--- src/rtl/core/tbec_pkg.sv ---
// Shared constants and types for the touch button event classifier.
// No dependencies; used by every module under rtl/core.
package tbec_pkg;

  // Fixed field widths of the ports
  localparam int STATUS_W = 3;
  localparam int TIME_W   = 32;
  localparam int THR_W    = 16;
  localparam int IDX_W    = 2;
  localparam int KIND_W   = 2;

  // Defaults and fixed sizes
  localparam int              BUTTON_COUNT_DEF = 3;
  localparam logic [THR_W-1:0] THR_RESET       = 16'd1000;
  localparam int              QUEUE_DEPTH      = 2;

  // Event codes
  typedef enum logic [KIND_W-1:0] {
    KIND_PRESS   = 2'd0,
    KIND_RELEASE = 2'd1,
    KIND_SHORT   = 2'd2,
    KIND_LONG    = 2'd3
  } kind_t;

endpackage

--- src/rtl/core/touch_button_event_classifier_core.sv ---
// Top level of the touch button event classifier: front, record queue, back.
// Depends on tbec_pkg, tbec_front, tbec_queue and tbec_back.
//
//   channel  ports                                        handshake
//   in       in_touch_status, in_now_ms                   in_valid / in_stall
//   out      out_button_index, out_event_kind,            out_valid / out_stall
//            out_duration_ms, out_last_of_run
//   cfg      cfg_wr_data (threshold, ms)                  cfg_wr_en
//
// A sample is taken while the two-entry record queue has room;
// a sample that causes no event is dropped right there.
// The back sends one event per cycle while out_stall is low; a sample can
// carry up to 2 * BUTTON_COUNT events, and its first event passes the queue,
// the current-record register and the output register.
// Reset clears button state, queue and output; the threshold returns to 1000.
// out_stall holds the output register; the queue then fills and raises in_stall.
module touch_button_event_classifier_core #(
  parameter int BUTTON_COUNT = tbec_pkg::BUTTON_COUNT_DEF
) (
  input  logic                            clk,
  input  logic                            rst_n,
  input  logic                            cfg_wr_en,
  input  logic [tbec_pkg::THR_W-1:0]      cfg_wr_data,
  input  logic                            in_valid,
  output logic                            in_stall,
  input  logic [tbec_pkg::STATUS_W-1:0]   in_touch_status,
  input  logic [tbec_pkg::TIME_W-1:0]     in_now_ms,
  output logic                            out_valid,
  input  logic                            out_stall,
  output logic [tbec_pkg::IDX_W-1:0]      out_button_index,
  output logic [tbec_pkg::KIND_W-1:0]     out_event_kind,
  output logic [tbec_pkg::TIME_W-1:0]     out_duration_ms,
  output logic                            out_last_of_run
);

  logic                                          q_full, q_not_empty, q_push, q_pop;
  logic [2*BUTTON_COUNT-1:0]                     wr_vld, rd_vld;
  tbec_pkg::kind_t [2*BUTTON_COUNT-1:0]          wr_kind, rd_kind;
  logic [BUTTON_COUNT-1:0][tbec_pkg::TIME_W-1:0] wr_dur, rd_dur;

  tbec_front #(.BUTTON_COUNT(BUTTON_COUNT)) u_front (
    .clk             (clk),
    .rst_n           (rst_n),
    .cfg_wr_en       (cfg_wr_en),
    .cfg_wr_data     (cfg_wr_data),
    .in_valid        (in_valid),
    .in_stall        (in_stall),
    .in_touch_status (in_touch_status),
    .in_now_ms       (in_now_ms),
    .q_full          (q_full),
    .q_push          (q_push),
    .rec_vld         (wr_vld),
    .rec_kind        (wr_kind),
    .rec_dur         (wr_dur)
  );

  tbec_queue #(.BUTTON_COUNT(BUTTON_COUNT)) u_queue (
    .clk       (clk),
    .rst_n     (rst_n),
    .push      (q_push),
    .wr_vld    (wr_vld),
    .wr_kind   (wr_kind),
    .wr_dur    (wr_dur),
    .full      (q_full),
    .not_empty (q_not_empty),
    .pop       (q_pop),
    .rd_vld    (rd_vld),
    .rd_kind   (rd_kind),
    .rd_dur    (rd_dur)
  );

  tbec_back #(.BUTTON_COUNT(BUTTON_COUNT)) u_back (
    .clk              (clk),
    .rst_n            (rst_n),
    .q_not_empty      (q_not_empty),
    .q_pop            (q_pop),
    .head_vld         (rd_vld),
    .head_kind        (rd_kind),
    .head_dur         (rd_dur),
    .out_valid        (out_valid),
    .out_stall        (out_stall),
    .out_button_index (out_button_index),
    .out_event_kind   (out_event_kind),
    .out_duration_ms  (out_duration_ms),
    .out_last_of_run  (out_last_of_run)
  );

endmodule

--- src/rtl/core/tbec_front.sv ---
// Front part: accepts status samples, keeps per-button state, builds the
// event record of each sample. Depends on tbec_pkg.
module tbec_front #(
  parameter int BUTTON_COUNT = tbec_pkg::BUTTON_COUNT_DEF
) (
  input  logic                                          clk,
  input  logic                                          rst_n,
  input  logic                                          cfg_wr_en,
  input  logic [tbec_pkg::THR_W-1:0]                    cfg_wr_data,
  input  logic                                          in_valid,
  output logic                                          in_stall,
  input  logic [tbec_pkg::STATUS_W-1:0]                 in_touch_status,
  input  logic [tbec_pkg::TIME_W-1:0]                   in_now_ms,
  input  logic                                          q_full,
  output logic                                          q_push,
  output logic [2*BUTTON_COUNT-1:0]                     rec_vld,
  output tbec_pkg::kind_t [2*BUTTON_COUNT-1:0]          rec_kind,
  output logic [BUTTON_COUNT-1:0][tbec_pkg::TIME_W-1:0] rec_dur
);

  localparam int SW = (BUTTON_COUNT > tbec_pkg::STATUS_W) ? BUTTON_COUNT
                                                          : tbec_pkg::STATUS_W;

  logic [tbec_pkg::THR_W-1:0]                    thr_r, thr_nxt;
  logic [BUTTON_COUNT-1:0]                       prev_r, prev_nxt;
  logic [BUTTON_COUNT-1:0][tbec_pkg::TIME_W-1:0] start_r, start_nxt;
  logic [BUTTON_COUNT-1:0]                       long_r, long_nxt;

  logic [SW-1:0]                                 st_ext;
  logic [BUTTON_COUNT-1:0]                       st;
  logic [BUTTON_COUNT-1:0][tbec_pkg::TIME_W-1:0] held_dur;
  logic [BUTTON_COUNT-1:0]                       reach;
  logic                                          accept;

  // Status bits beyond the button count are dropped
  assign st_ext   = SW'(in_touch_status);
  assign st       = st_ext[BUTTON_COUNT-1:0];
  assign in_stall = q_full;
  assign accept   = in_valid && !q_full;

  // Classify each button in its own lane
  always_comb begin
    rec_vld   = '0;
    rec_kind  = {(2*BUTTON_COUNT){tbec_pkg::KIND_PRESS}};
    rec_dur   = '0;
    start_nxt = start_r;
    long_nxt  = long_r;
    for (int i = 0; i < BUTTON_COUNT; i++) begin
      held_dur[i] = in_now_ms - start_r[i];
      reach[i]    = held_dur[i] >= {{(tbec_pkg::TIME_W-tbec_pkg::THR_W){1'b0}}, thr_r};
      if (st[i] && !prev_r[i]) begin
        rec_vld[2*i]  = 1'b1;
        rec_kind[2*i] = tbec_pkg::KIND_PRESS;
        start_nxt[i]  = in_now_ms;
        long_nxt[i]   = 1'b0;
      end else if (!st[i] && prev_r[i]) begin
        rec_vld[2*i]    = 1'b1;
        rec_kind[2*i]   = tbec_pkg::KIND_RELEASE;
        rec_vld[2*i+1]  = !long_r[i];
        rec_kind[2*i+1] = reach[i] ? tbec_pkg::KIND_LONG : tbec_pkg::KIND_SHORT;
        rec_dur[i]      = held_dur[i];
        start_nxt[i]    = '0;
        long_nxt[i]     = 1'b0;
      end else if (st[i] && prev_r[i] && !long_r[i] && reach[i]) begin
        rec_vld[2*i]  = 1'b1;
        rec_kind[2*i] = tbec_pkg::KIND_LONG;
        rec_dur[i]    = held_dur[i];
        long_nxt[i]   = 1'b1;
      end
    end
  end

  // Push only samples that cause at least one event
  assign q_push   = accept && (|rec_vld);
  assign prev_nxt = st;
  assign thr_nxt  = cfg_wr_en ? cfg_wr_data : thr_r;

  // Advance button state on each transfer
  always_ff @(posedge clk) begin
    if (!rst_n) begin
      thr_r   <= tbec_pkg::THR_RESET;
      prev_r  <= '0;
      start_r <= '0;
      long_r  <= '0;
    end else begin
      thr_r <= thr_nxt;
      if (accept) begin
        prev_r  <= prev_nxt;
        start_r <= start_nxt;
        long_r  <= long_nxt;
      end
    end
  end

endmodule

--- src/rtl/core/tbec_queue.sv ---
// Short record queue between the front and back parts.
// Depends on tbec_pkg.
module tbec_queue #(
  parameter int BUTTON_COUNT = tbec_pkg::BUTTON_COUNT_DEF
) (
  input  logic                                          clk,
  input  logic                                          rst_n,
  input  logic                                          push,
  input  logic [2*BUTTON_COUNT-1:0]                     wr_vld,
  input  tbec_pkg::kind_t [2*BUTTON_COUNT-1:0]          wr_kind,
  input  logic [BUTTON_COUNT-1:0][tbec_pkg::TIME_W-1:0] wr_dur,
  output logic                                          full,
  output logic                                          not_empty,
  input  logic                                          pop,
  output logic [2*BUTTON_COUNT-1:0]                     rd_vld,
  output tbec_pkg::kind_t [2*BUTTON_COUNT-1:0]          rd_kind,
  output logic [BUTTON_COUNT-1:0][tbec_pkg::TIME_W-1:0] rd_dur
);

  localparam int DEPTH = tbec_pkg::QUEUE_DEPTH;
  localparam int PTR_W = $clog2(DEPTH);
  localparam int CNT_W = $clog2(DEPTH + 1);

  logic [2*BUTTON_COUNT-1:0]                     vld_q  [DEPTH];
  tbec_pkg::kind_t [2*BUTTON_COUNT-1:0]          kind_q [DEPTH];
  logic [BUTTON_COUNT-1:0][tbec_pkg::TIME_W-1:0] dur_q  [DEPTH];

  logic [PTR_W-1:0] wr_ptr_r, wr_ptr_nxt;
  logic [PTR_W-1:0] rd_ptr_r, rd_ptr_nxt;
  logic [CNT_W-1:0] count_r, count_nxt;
  logic             do_push, do_pop;

  assign full      = (count_r == CNT_W'(DEPTH));
  assign not_empty = (count_r != '0);
  assign do_push   = push && !full;
  assign do_pop    = pop && not_empty;

  assign rd_vld  = vld_q[rd_ptr_r];
  assign rd_kind = kind_q[rd_ptr_r];
  assign rd_dur  = dur_q[rd_ptr_r];

  // Pointer and fill level updates
  always_comb begin
    wr_ptr_nxt = do_push ? wr_ptr_r + 1'b1 : wr_ptr_r;
    rd_ptr_nxt = do_pop  ? rd_ptr_r + 1'b1 : rd_ptr_r;
    count_nxt  = count_r;
    if (do_push && !do_pop) begin
      count_nxt = count_r + 1'b1;
    end else if (!do_push && do_pop) begin
      count_nxt = count_r - 1'b1;
    end
  end

  always_ff @(posedge clk) begin
    if (!rst_n) begin
      wr_ptr_r <= '0;
      rd_ptr_r <= '0;
      count_r  <= '0;
    end else begin
      wr_ptr_r <= wr_ptr_nxt;
      rd_ptr_r <= rd_ptr_nxt;
      count_r  <= count_nxt;
    end
  end

  // Store the pushed record
  always_ff @(posedge clk) begin
    if (do_push) begin
      vld_q[wr_ptr_r]  <= wr_vld;
      kind_q[wr_ptr_r] <= wr_kind;
      dur_q[wr_ptr_r]  <= wr_dur;
    end
  end

endmodule

--- src/rtl/core/tbec_back.sv ---
// Back part: walks the current record and sends one event per transfer
// through a registered output. Depends on tbec_pkg.
module tbec_back #(
  parameter int BUTTON_COUNT = tbec_pkg::BUTTON_COUNT_DEF
) (
  input  logic                                          clk,
  input  logic                                          rst_n,
  input  logic                                          q_not_empty,
  output logic                                          q_pop,
  input  logic [2*BUTTON_COUNT-1:0]                     head_vld,
  input  tbec_pkg::kind_t [2*BUTTON_COUNT-1:0]          head_kind,
  input  logic [BUTTON_COUNT-1:0][tbec_pkg::TIME_W-1:0] head_dur,
  output logic                                          out_valid,
  input  logic                                          out_stall,
  output logic [tbec_pkg::IDX_W-1:0]                    out_button_index,
  output logic [tbec_pkg::KIND_W-1:0]                   out_event_kind,
  output logic [tbec_pkg::TIME_W-1:0]                   out_duration_ms,
  output logic                                          out_last_of_run
);

  localparam int NSLOT = 2 * BUTTON_COUNT;

  logic [NSLOT-1:0]                              cur_vld_r, cur_vld_nxt;
  tbec_pkg::kind_t [NSLOT-1:0]                   cur_kind_r;
  logic [BUTTON_COUNT-1:0][tbec_pkg::TIME_W-1:0] cur_dur_r;

  logic                          out_valid_r, out_valid_nxt;
  logic [tbec_pkg::IDX_W-1:0]    out_idx_r;
  tbec_pkg::kind_t               out_kind_r;
  logic [tbec_pkg::TIME_W-1:0]   out_dur_r;
  logic                          out_last_r;

  logic [NSLOT-1:0]              hit;
  logic [NSLOT-1:0]              rest;
  logic [tbec_pkg::IDX_W-1:0]    sel_idx;
  tbec_pkg::kind_t               sel_kind;
  logic [tbec_pkg::TIME_W-1:0]   sel_dur;
  logic                          out_free, emit;

  // Pick the lowest pending slot
  always_comb begin
    hit      = '0;
    sel_idx  = '0;
    sel_kind = tbec_pkg::KIND_PRESS;
    sel_dur  = '0;
    for (int j = NSLOT - 1; j >= 0; j--) begin
      if (cur_vld_r[j]) begin
        hit      = '0;
        hit[j]   = 1'b1;
        sel_idx  = tbec_pkg::IDX_W'(j >> 1);
        sel_kind = cur_kind_r[j];
        sel_dur  = cur_dur_r[j >> 1];
      end
    end
  end

  assign rest     = cur_vld_r & ~hit;
  assign out_free = !out_valid_r || !out_stall;
  assign emit     = out_free && (|cur_vld_r);

  // Load the next record once the current one is used up
  always_comb begin
    cur_vld_nxt = emit ? rest : cur_vld_r;
    q_pop       = q_not_empty && (cur_vld_nxt == '0);
    if (q_pop) begin
      cur_vld_nxt = head_vld;
    end
  end

  always_comb begin
    out_valid_nxt = out_valid_r;
    if (emit) begin
      out_valid_nxt = 1'b1;
    end else if (!out_stall) begin
      out_valid_nxt = 1'b0;
    end
  end

  always_ff @(posedge clk) begin
    if (!rst_n) begin
      cur_vld_r   <= '0;
      out_valid_r <= 1'b0;
    end else begin
      cur_vld_r   <= cur_vld_nxt;
      out_valid_r <= out_valid_nxt;
    end
  end

  // Payload registers
  always_ff @(posedge clk) begin
    if (q_pop) begin
      cur_kind_r <= head_kind;
      cur_dur_r  <= head_dur;
    end
    if (emit) begin
      out_idx_r  <= sel_idx;
      out_kind_r <= sel_kind;
      out_dur_r  <= (sel_kind == tbec_pkg::KIND_PRESS) ? '0 : sel_dur;
      out_last_r <= (rest == '0);
    end
  end

  assign out_valid        = out_valid_r;
  assign out_button_index = out_idx_r;
  assign out_event_kind   = out_kind_r;
  assign out_duration_ms  = out_dur_r;
  assign out_last_of_run  = out_last_r;

endmodule
--- config.mk ---
export PLATFORM = sky130hd
export DESIGN_NAME = touch_button_event_classifier_core
export DESIGN_NICKNAME = d
export VERILOG_FILES = /design/src/rtl/core/tbec_pkg.sv /design/src/rtl/core/touch_button_event_classifier_core.sv /design/src/rtl/core/tbec_front.sv /design/src/rtl/core/tbec_queue.sv /design/src/rtl/core/tbec_back.sv
export SDC_FILE = /design/constraint.sdc
export NUM_CORES = 1
export LEC_CHECK = 0
export ABC_AREA = 1
export BUFFER_PORTS_ARGS = -buffer_cell sky130_fd_sc_hd__buf_2
export CAP_MARGIN = 0
export CORE_ASPECT_RATIO = 1.5
export CORE_MARGIN = 2
export CORE_UTILIZATION = 45
export DETAILED_ROUTE_END_ITERATION = 7
export PLACE_DENSITY = 0.67
export SYNTH_ARGS = -nofsm -noshare
export SYNTH_HDL_FRONTEND = slang
export SYNTH_SLANG_ARGS = --single-unit
--- constraint.sdc ---
create_clock -name clk -period 10.9 [get_ports clk]
set_clock_uncertainty 0.1 [all_clocks]
set_input_delay 2.18 -clock clk [delete_from_list [all_inputs] [get_ports clk]]
set_output_delay 2.18 -clock clk [all_outputs]
set_load 0.01 [all_outputs]
==> results of run 1 <==
[cells in the mapped netlist, drive strengths merged (15+ instances only)]
library cell  count  area (um^2)
nand4            17          106
a31oi            33          206
buf              15         70.1
inv             564         2120
xor2             42          368
o21ai            38          198
nor2            251          995
dfxtp           130         2600
ha              151         1890
nand2          1260         4850
nor3             21          120
nand3b           17          128
nand3            77          428
clkbuf           81          304
a211oi           91          683
edfxtp          373        11200
a21oi           245         1240
[tightest hold or removal path: stages (launching register included)]
cell and delay [ps]:
dfxtp_1 290, inv_1 60, a211oi_1 60
[routing by layer]
metal	up-vias	wire length, um
met5	-	0
met1	10200	31800
met4	0	4530
met3	183	3360
met2	531	40800
li1	11200	-
[cell type report]
class | instances | area, um^2 | area share
Clock buffer | 58 | 1200 | 0.0391
Clock inverter | 27 | 282 | 0.00921
Inverter | 566 | 2130 | 0.0698
Multi-Input combinational cell | 2284 | 11600 | 0.378
Sequential cell | 503 | 13800 | 0.452
Tap cell | 791 | 990 | 0.0324
Timing Repair Buffer | 111 | 598 | 0.0196
[state kept, by name, summed over array words and instances, names as in the netlist, named ones only]
| register | count |
|---|---|
| u_back.cur_dur_r | 96 |
| u_back.cur_kind_r | 12 |
| u_back.cur_vld_r | 6 |
| u_back.out_button_index | 2 |
| u_back.out_duration_ms | 32 |
| u_back.out_event_kind | 2 |
| u_back.out_last_of_run | 1 |
| u_back.out_valid | 1 |
| u_front.long_r | 3 |
| u_front.prev_r | 3 |
| u_front.start_r | 96 |
| u_front.thr_r | 16 |
| u_queue.count_r | 2 |
| u_queue.dur_q | 192 |
| u_queue.kind_q | 24 |
| u_queue.rd_ptr_r | 1 |
| u_queue.vld_q | 12 |
| u_queue.wr_ptr_r | 1 |
[stage by stage]
step	util	worst slack, ps
6_report	0.500	4070
3_3_place_gp	0.476	3520
5_1_grt	0.500	3790
3_5_place_dp	0.476	3520
2_1_floorplan	-	3530
4_1_cts	0.500	4130
[kinds of logic (layout without fill, tap and decap cells)]
kind of cell,after synthesis,count (layout),synth area share
buffers and inverters,662,762,0.0897
xor gates and xnor gates,47,47,0.0148
and+or+nand+nor,1660,1660,0.242
AOI/OAI and AO/OA,423,423,0.0881
DFF,503,503,0.496
adders and majority gates,154,154,0.0700
[power by group]
group | internal (mW) | total, mW | switching (mW)
clock network | 0.884 | 1.62 | 0.735
logic | 0.754 | 2.77 | 2.02
registers | 2.91 | 3.07 | 0.157
[path summary, 6_finish.rpt]
path	startpoint	end	slack, ps	cells past startpoint
worst min register to register	u_front.start_r[51]$_SDFFE_PN0P_	u_front.start_r[51]$_SDFFE_PN0P_	360	2
worst max-delay path	in_now_ms[0]	u_queue.dur_q[1][10]$_DFFE_PP_	4070	28
worst max register to register	u_front.start_r[41]$_SDFFE_PN0P_	u_queue.dur_q[1][10]$_DFFE_PP_	5590	24
worst min-delay path	u_front.start_r[51]$_SDFFE_PN0P_	u_front.start_r[51]$_SDFFE_PN0P_	360	2
==> results.ini, run 1 <==
[routing]
routed_wl_um = 80500
dr_total_vias = 22100
firstDrtPassIters = 5
vias_per_cell = 5.09
final_antenna_net_count = 0
avgRoutedWirePerCell_um = 18.5
drtIter0Drc = 1494
drc = 0

[critical_path]
end_kind = flip-flop
path_class = input pin to flip-flop
cpMostUsedCell = nand2_1
startpoint_type = input pin
worstPathRequired_ps = 11010
cpPeakStageDelay_ps = 760
arrival_ps = 6940
cp_top_family = buffers and inverters
path_buf_inv = 5
path_max_fanout = 59
crit_slowest_cell = buf_4

[synthesis]
synth_nets = 3659
ys.flop_type = edfxtp_1
syn_area_per_cell_um2 = 8.08
synth_seq_cells = 503
yosysSeqAreaShare = 0.496
synthArstFlopShare = 0
synth_edf_count = 373
postSynthCellCount = 3449
synth_cell_types = 45
ys.warnings.count = 0
synth_area_um2 = 27900

[sta]
period_minus_slack_ps = 6830
worst_slew_pin_slew_ps = 1190
fin_setup_tns_ps = 0
fmax_mhz = 146
hold_ws_ps = 364
relSlewSlack = 0.203
report.final.slew_viol_count = 0
final_hold_viol_count = 0
post-route-period-util = 0.627
rsz0062_at_grt = no
setup_viol = 0

[clock_network]
cts.sinks = 503
h-tree-depth = 2
clkTransAtPathRegs_ps = 60
cts_setup_buffers = 0
cts_buffer_depth = 3
numCtsBuffers = 46
cts_tree = done
ctsHoldBuffers = 0
clk_latency_ps = 600
post_cts_resized = 0
clock-root-buffer = clkbuf_16

[layout]
diodes = 0
fin_nets = 3722
design_area_um2 = 30600
drive_gt1_frac = 0.0795
final_cell_mix = 1220 x nand2_1, 544 x inv_1, 373 x edfxtp_1
num-fill-cells = 5909
layout.cells.most_common = nand2_1
syn_to_final_growth_pct = 9.75
final_cells = 4340

[global_routing]
grt_max_degree = 94
grt_pass1_vias = 21600
track_usage = 0.251
antenna_found_initial = 0
top_usage_layer = met2
gr-total-overflow = 0
gr-usage-met2 = 0.462
grt_pass1_wl_um = 122000
met3_usage = 0.0249
grt_use_met1 = 0.288

[flow_run]
max_cap_viol_count = 0

[die]
core-area_um2 = 61100
rows = 111
fp.dieW_um = 207
die_h_um = 309
initial_core_util = 0.456
io-pin-count = 95
die-area_um2 = 63900

[status]
status = finished, final reports clean

[hold_path]
min_path_type = flip-flop to flip-flop

[pwr]
power.leakage_nw = 14.3
power_mw = 7.46
ir_drop_mv = 0.190
power-per-cell-area_nw_per_um2 = 244

[placed_design]
place_area_um2 = 29100
gp_congestion = 1.00
dpl.hpwl_um = 62100
placed_cells = 4255
port-buffer-count = 94

Power figures use the tool's default switching activity.
==> run 2: changes to the inputs <==
- ABC_AREA: 1 -> 0
- clock period: 10.9 -> 6.67 ns (I/O delays scaled with it)
==> run 2 against run 1 <==
Effect of this change:
- setup slack got worse by 3800 ps
- critical endpoint is now u_queue.count_r[1]$_SDFFE_PN0P_
- clock-buffer cell count fell by 5
- critical path depth fell by 4
- power rose by 52%
- hold slack got worse by 3.2 ps
- die area fell by 5.1%
- utilization rose by 2.9 points
- register-to-register slack got worse by 4700 ps
- first-iteration DRC count fell by 20%
- synthesized area fell by 5.2%
==> results.ini, run 2 <==
[synthesis]
yosysMostFrequentCell = edfxtp_1
synth_edf_count = 373
ys.warnings.count = 0
synthTopCellsByCount = 373 x edfxtp_1, 215 x nand2_1, 163 x nor2_1, 153 x inv_1, 151 x ha_1
ys_top_cells_by_area = edfxtp_1 42%, dfxtp_1 9.9%, ha_1 7.2%, mux2_2 4.7%, a21boi_0 3.1%
ys.flop_type = edfxtp_1
synth_area_um2 = 26400
yosys.area.top_type = edfxtp_1
synth_seq_cells = 503
netlist.area_leader.share = 0.424
synth_cell_types = 84
postSynthCellCount = 2459
synth_nets = 2669
synthArstFlopShare = 0
syn_area_per_cell_um2 = 10.7
yosysSeqAreaShare = 0.523

[critical_path]
cpPeakStageDelay_ps = 620
startpoint_type = input pin
worstPathRequired_ps = 7100
path_cells = buf_2 > inv_12 > ha_1 > fa_1 > nor2b_1 > o2111ai_1 > a21oi_2 > o211ai_1 > nand2_1 > xor2_2 > ha_1 > nor2b_1 > a2111oi_1 > o21ai_0 > a31oi_1 > nand4_1 > or4_4 > o311ai_4 > nand2_1 > o21ai_4 > inv_1 > ha_1 > or3_1 > a21boi_0
arrival_ps = 6800
cp_top_family = compound AO/OA/AOI/OAI gates
path_class = input pin to flip-flop
end_kind = flip-flop
cpMostUsedCell = ha_1
path_max_fanout = 3
crit_slowest_cell = or4_4
path_buf_inv = 3

[hold_path]
min_path_type = flip-flop to flip-flop

[pwr]
ir_drop_mv = 0.380
p_int_mw = 7.56
power_frac_clock = 0.254
switching_share = 0.335
p_comb_frac = 0.319
p_sw_mw = 3.81
pwr-share-seq = 0.427
power-per-cell-area_nw_per_um2 = 371
power_mw = 11.4
power.leakage_nw = 11.1

[routing]
drc = 0
final_antenna_net_count = 0
routed_wl_um = 70200
dr_total_vias = 19100
drtIter0Drc = 1202
avgRoutedWirePerCell_um = 20.2
firstDrtPassIters = 5
vias_per_cell = 5.51

[clock_network]
clock-root-buffer = clkbuf_16
h-tree-depth = 2
clkTransAtPathRegs_ps = 70
cts_tree = done
cts.sinks = 503
numCtsBuffers = 47
clk_latency_ps = 610
cts_buffer_depth = 3

[die]
io-pin-count = 95
die-area_um2 = 60700
initial_core_util = 0.455
fp.dieW_um = 202
die_h_um = 301
rows = 108
core-area_um2 = 58000

[layout]
diodes = 0
regMostFlops = u_queue.dur_q
largest_reg_flops = 192
final_cells = 3466
layout.cells.most_common = edfxtp_1
drive_gt1_frac = 0.193
final_cell_mix = 373 x edfxtp_1, 215 x nand2_1, 176 x buf_4
num-fill-cells = 5084
syn_to_final_growth_pct = 16.1
fin_nets = 2869
reg_top3 = u_queue.dur_q: 192 flops, u_back.cur_dur_r: 96 flops, u_front.start_r: 96 flops

[placed_design]
dpl.hpwl_um = 53500
port-buffer-count = 94
gp_congestion = 0.919
placed_cells = 3379

[global_routing]
grt_max_degree = 101
grt_pass1_wl_um = 109000
gr-total-overflow = 0
antenna_found_initial = 0
track_usage = 0.232
grt_pass1_vias = 19200

[status]
status = finished, final reports clean

[sta]
period_minus_slack_ps = 6380
fmax_mhz = 157
report.final.slew_viol_count = 0
final_hold_viol_count = 0
setup_viol = 0
post-route-period-util = 0.956
worst_slew_pin_slew_ps = 1040
relSlewSlack = 0.306

[flow_run]
max_cap_viol_count = 0

-- run 2: cell types whose count changed after synthesis, moves of 43 or more --
cell	delta
mux2_2	+110
xnor2_1	+53
a21oi_1	-100
a21boi_0	+108
nand2_1	-1005
inv_1	-395
a211oi_1	-81
and2_1	+43
nand3_1	+57
nor2_1	-71
-- run 2: power groups by stage --
stage / logic (mW) / clock network, mW / registers (mW)
after floorplan: 2.33 / 0 / 4.94
after global placement: 3.62 / 0 / 4.90
after detailed placement: 3.66 / 0 / 4.92
after CTS: 3.68 / 2.95 / 4.86
after global routing: 4.01 / 3.05 / 4.94
final: 3.63 / 2.88 / 4.86
-- run 2: what timing repair did --
action,4_1_cts,5_1_grt
setup endpoints to repair,0,2
hold buffers,0,0
setup buffers,0,1
resized for setup,0,6
hold endpoints to repair,0,0
-- run 2: cell families (layout without fill, tap and decap cells) --
| family | Yosys count | count (layout) | synth area share |
|---|---|---|---|
| compound gates | 542 | 542 | 0.140 |
| fa+ha+maj | 154 | 154 | 0.0738 |
| xor+xnor | 80 | 80 | 0.0265 |
| simple gates | 763 | 763 | 0.139 |
| buf+inv | 281 | 518 | 0.0410 |
| flops | 503 | 503 | 0.523 |
| mux | 136 | 136 | 0.0568 |
-- run 2: metal layers --
metal	vias to the layer above	part of all wire	wire [um]	GRT usage
met1	9223	0.43	29800	0.291
met2	406	0.51	35800	0.421
met3	109	0.035	2480	0.0226
met4	0	0.029	2020	0.0732
li1	9360	-	-	-
met5	-	0	0	0
-- run 2: final timing paths --
path,from,to,slack (ps),cells after the start
worst max-delay path,in_now_ms[0],u_queue.count_r[1]$_SDFFE_PN0P_,290,24
worst min-delay path,u_front.start_r[50]$_SDFFE_PN0P_,u_front.start_r[50]$_SDFFE_PN0P_,360,2
worst max register to register,u_front.start_r[64]$_SDFFE_PN0P_,u_queue.count_r[1]$_SDFFE_PN0P_,870,27
worst min register to register,u_front.start_r[50]$_SDFFE_PN0P_,u_front.start_r[50]$_SDFFE_PN0P_,360,2
-- run 2: through the flow --
stage	hold WS [ps]	utilization	TNS (ps)	area, um^2	setup slack [ps]
final	361	0.529	0	30700	294
after global routing	382	0.529	-7.51	30700	-7.51
after CTS	364	0.528	0	30600	147
after detailed placement	356	0.500	-63940	29000	-460
after global placement	348	0.500	-49320	29000	-426
after floorplan	341	-	-20010	26500	-98.2
-- run 2: final cells by class --
cell class | count | area, um^2 | share of cell area
well taps | 770 | 963 | 0.0314
clock buffers | 53 | 1210 | 0.0394
flip-flops and latches | 503 | 13800 | 0.450
inverters | 155 | 597 | 0.0195
clock inverters | 33 | 455 | 0.0149
repair buffers | 277 | 1950 | 0.0635
multi-input cells | 1675 | 11700 | 0.381
-- run 2: worst reg2reg max path: stages, from the launching register on --
cell and delay, ps:
dfxtp_1 380, ha_4 160, inv_2 40, fa_2 380
a21oi_2 160, o21ai_1 100, a21oi_2 150, o21bai_1 100
a21oi_2 140, o21bai_1 80, a21oi_1 170, xnor2_1 190
ha_1 310, a211o_1 280, a41oi_2 170, o31ai_2 130
a221oi_2 340, o2111ai_2 180, nor4b_2 250, buf_4 170
a311oi_1 100, or3_1 370, nand3b_1 230, o21ai_4 170
inv_1 70, ha_1 290, or3_1 360, a21boi_0 150
==> run 3: changes to the inputs <==
- CORE_MARGIN: 2 -> 4
==> run 3 against run 2 <==
Effect of this change:
- cell count down 0.72%
- largest power group unchanged
- setup slack worse by 130 ps
- critical path depth down 1
- highest routed layer unchanged
- power down 0.97%
- maximum frequency down 2.1%
- clock-buffer cell count up 2
- global-route usage down 0.91 points
- sequential share of layout area up 0.39 points
- critical path type unchanged
- register-to-register slack worse by 110 ps
==> results.ini, run 3 (same netlist as run 2, synthesis figures left out) <==
[layout]
largest_reg_flops = 192
layout.cells.most_common = edfxtp_1
final_cell_mix = 373 x edfxtp_1, 215 x nand2_1, 155 x nor2_1
final-seq-area_um2 = 13800
design_area_um2 = 30400
multi_input_area_um2 = 11700
syn_to_final_growth_pct = 15.1
reg_top3 = u_queue.dur_q: 192 flops, u_back.cur_dur_r: 96 flops, u_front.start_r: 96 flops
drive_gt1_frac = 0.185
final_cells = 3441
postLayoutCoreUtil = 0.524
regMostFlops = u_queue.dur_q
num-fill-cells = 5084
fin_nets = 2841

[die]
rows = 108
io-pin-count = 95
die-area_um2 = 62700
die_h_um = 305
initial_core_util = 0.455
fp.dieW_um = 206
core-area_um2 = 58000

[clock_network]
clock-root-buffer = clkbuf_16
post_cts_resized = 0
cts_buffer_depth = 3
h-tree-depth = 2
ctsHoldBuffers = 0
cts_setup_buffers = 0
cts_tree = done
clk_latency_ps = 600
numCtsBuffers = 47
cts.sinks = 503
clkTransAtPathRegs_ps = 60

[critical_path]
startpoint_type = input pin
path_max_fanout = 7
rrSetupSlack_ps = 760
arrival_ps = 6930
r2r_cells = 25
r2r-end = u_queue.count_r[1]$_SDFFE_PN0P_
worstPathRequired_ps = 7090
r2r_start = u_front.start_r[65]$_SDFFE_PN0P_
path_class = input pin to flip-flop
end_kind = flip-flop

[placed_design]
gp_congestion = 0.933
port-buffer-count = 94
placed_cells = 3352
place_area_um2 = 28700
dpl_worst_slack_ps = -505
dpl.hpwl_um = 53100

[pwr]
power_frac_clock = 0.243
power.leakage_nw = 11.0
pwr-share-seq = 0.433
p_int_mw = 7.37
p_sw_mw = 3.90
switching_share = 0.346
power_mw = 11.3
p_comb_frac = 0.324
ir_drop_mv = 0.443
power-per-cell-area_nw_per_um2 = 371

[global_routing]
grt_max_degree = 70
grt_pass1_vias = 19500
track_usage = 0.223
gr-total-overflow = 0
antenna_found_initial = 2
grt_pass1_wl_um = 110000

[routing]
firstDrtPassIters = 5
avgRoutedWirePerCell_um = 20.5
drc = 0
drtIter0Drc = 1579
dr_total_vias = 19300
routed_wl_um = 70500
vias_per_cell = 5.61
final_antenna_net_count = 0

[sta]
hold_ws_ps = 360
worst_slew_pin_slew_ps = 926
fin_setup_tns_ps = 0
setup_viol = 0
relSlewSlack = 0.381
period_minus_slack_ps = 6510
post-route-period-util = 0.976
report.final.slew_viol_count = 0
final_hold_viol_count = 0
setup_ws_ps = 159
fmax_mhz = 154

[flow_run]
max_cap_viol_count = 0

[status]
status = finished, final reports clean

[hold_path]
hp-start = u_front.start_r[73]$_SDFFE_PN0P_
min_delay_path_depth = 2
holdPathEnd = u_front.start_r[73]$_SDFFE_PN0P_
min_path_type = flip-flop to flip-flop

## run 3: cell types whose count changed in the layout (fill, tap and decap cells not counted), moves of 2 or more
cell        before  now
buf_4          176  149
bufinv_16        9    4
inv_8            0    4
clkbuf_1         5    7
clkinv_1         6    8
clkinvlp_4       4    2
o2111ai_1        8    6
o2111ai_2        1    3
## run 3: worst max-delay path by stage
stage	slack [ps]	depth (start not counted)	end	startpoint
2_1_floorplan	-100	23	u_queue.dur_q[0][0]$_DFFE_PP_	in_now_ms[0]
3_3_place_gp	-500	28	u_queue.count_r[1]$_SDFFE_PN0P_	in_now_ms[0]
3_5_place_dp	-500	25	u_queue.count_r[1]$_SDFFE_PN0P_	in_now_ms[1]
4_1_cts	70	25	u_queue.count_r[1]$_SDFFE_PN0P_	in_now_ms[1]
5_1_grt	-9	29	u_queue.count_r[1]$_SDFFE_PN0P_	in_now_ms[0]
6_report	160	23	u_queue.count_r[1]$_SDFFE_PN0P_	in_now_ms[9]
## run 3: power by group through the flow
stage               clock [mW]  sequential, mW  combinational, mW
floorplan                    0            4.94               2.33
global placement             0            4.91               3.62
finish                    2.74            4.87               3.65
detailed placement           0            4.94               3.67
CTS                       2.81            4.88               3.69
global route              2.93            4.95               4.03
## run 3: cell type report
cell class,count,share of cell area
flip-flops and latches,503,0.454
multi-input cells,1675,0.386
well taps,770,0.0317
inverters,155,0.0196
clock buffers,55,0.0404
clock inverters,33,0.0116
diodes,1,0.0000823
repair buffers,249,0.0567
## run 3: critical path: stages
cell and delay (ps):
buf_2 120, buf_4 160, ha_1 410, nand2_1 110, nor2_1 280, o2111ai_1 330
nand2_1 220, xor2_1 330, ha_1 320, a21oi_1 150, nor2b_1 70, a2111oi_0 390
o21ai_0 180, a31oi_1 240, nand4_1 200, or4_4 610, o311ai_4 290, nand2_1 160
o21ai_4 150, inv_1 60, ha_1 300, or3_1 380, a21boi_1 150
## run 3: metal layers
metal | global-route usage | share of wire | wire [um] | up-vias
met4 | 0.0736 | 0.036 | 2530 | 0
met2 | 0.397 | 0.51 | 35800 | 531
met1 | 0.281 | 0.41 | 28900 | 9312
met5 | 0 | 0 | 0 | -
li1 | - | - | - | 9306
met3 | 0.0264 | 0.047 | 3290 | 138
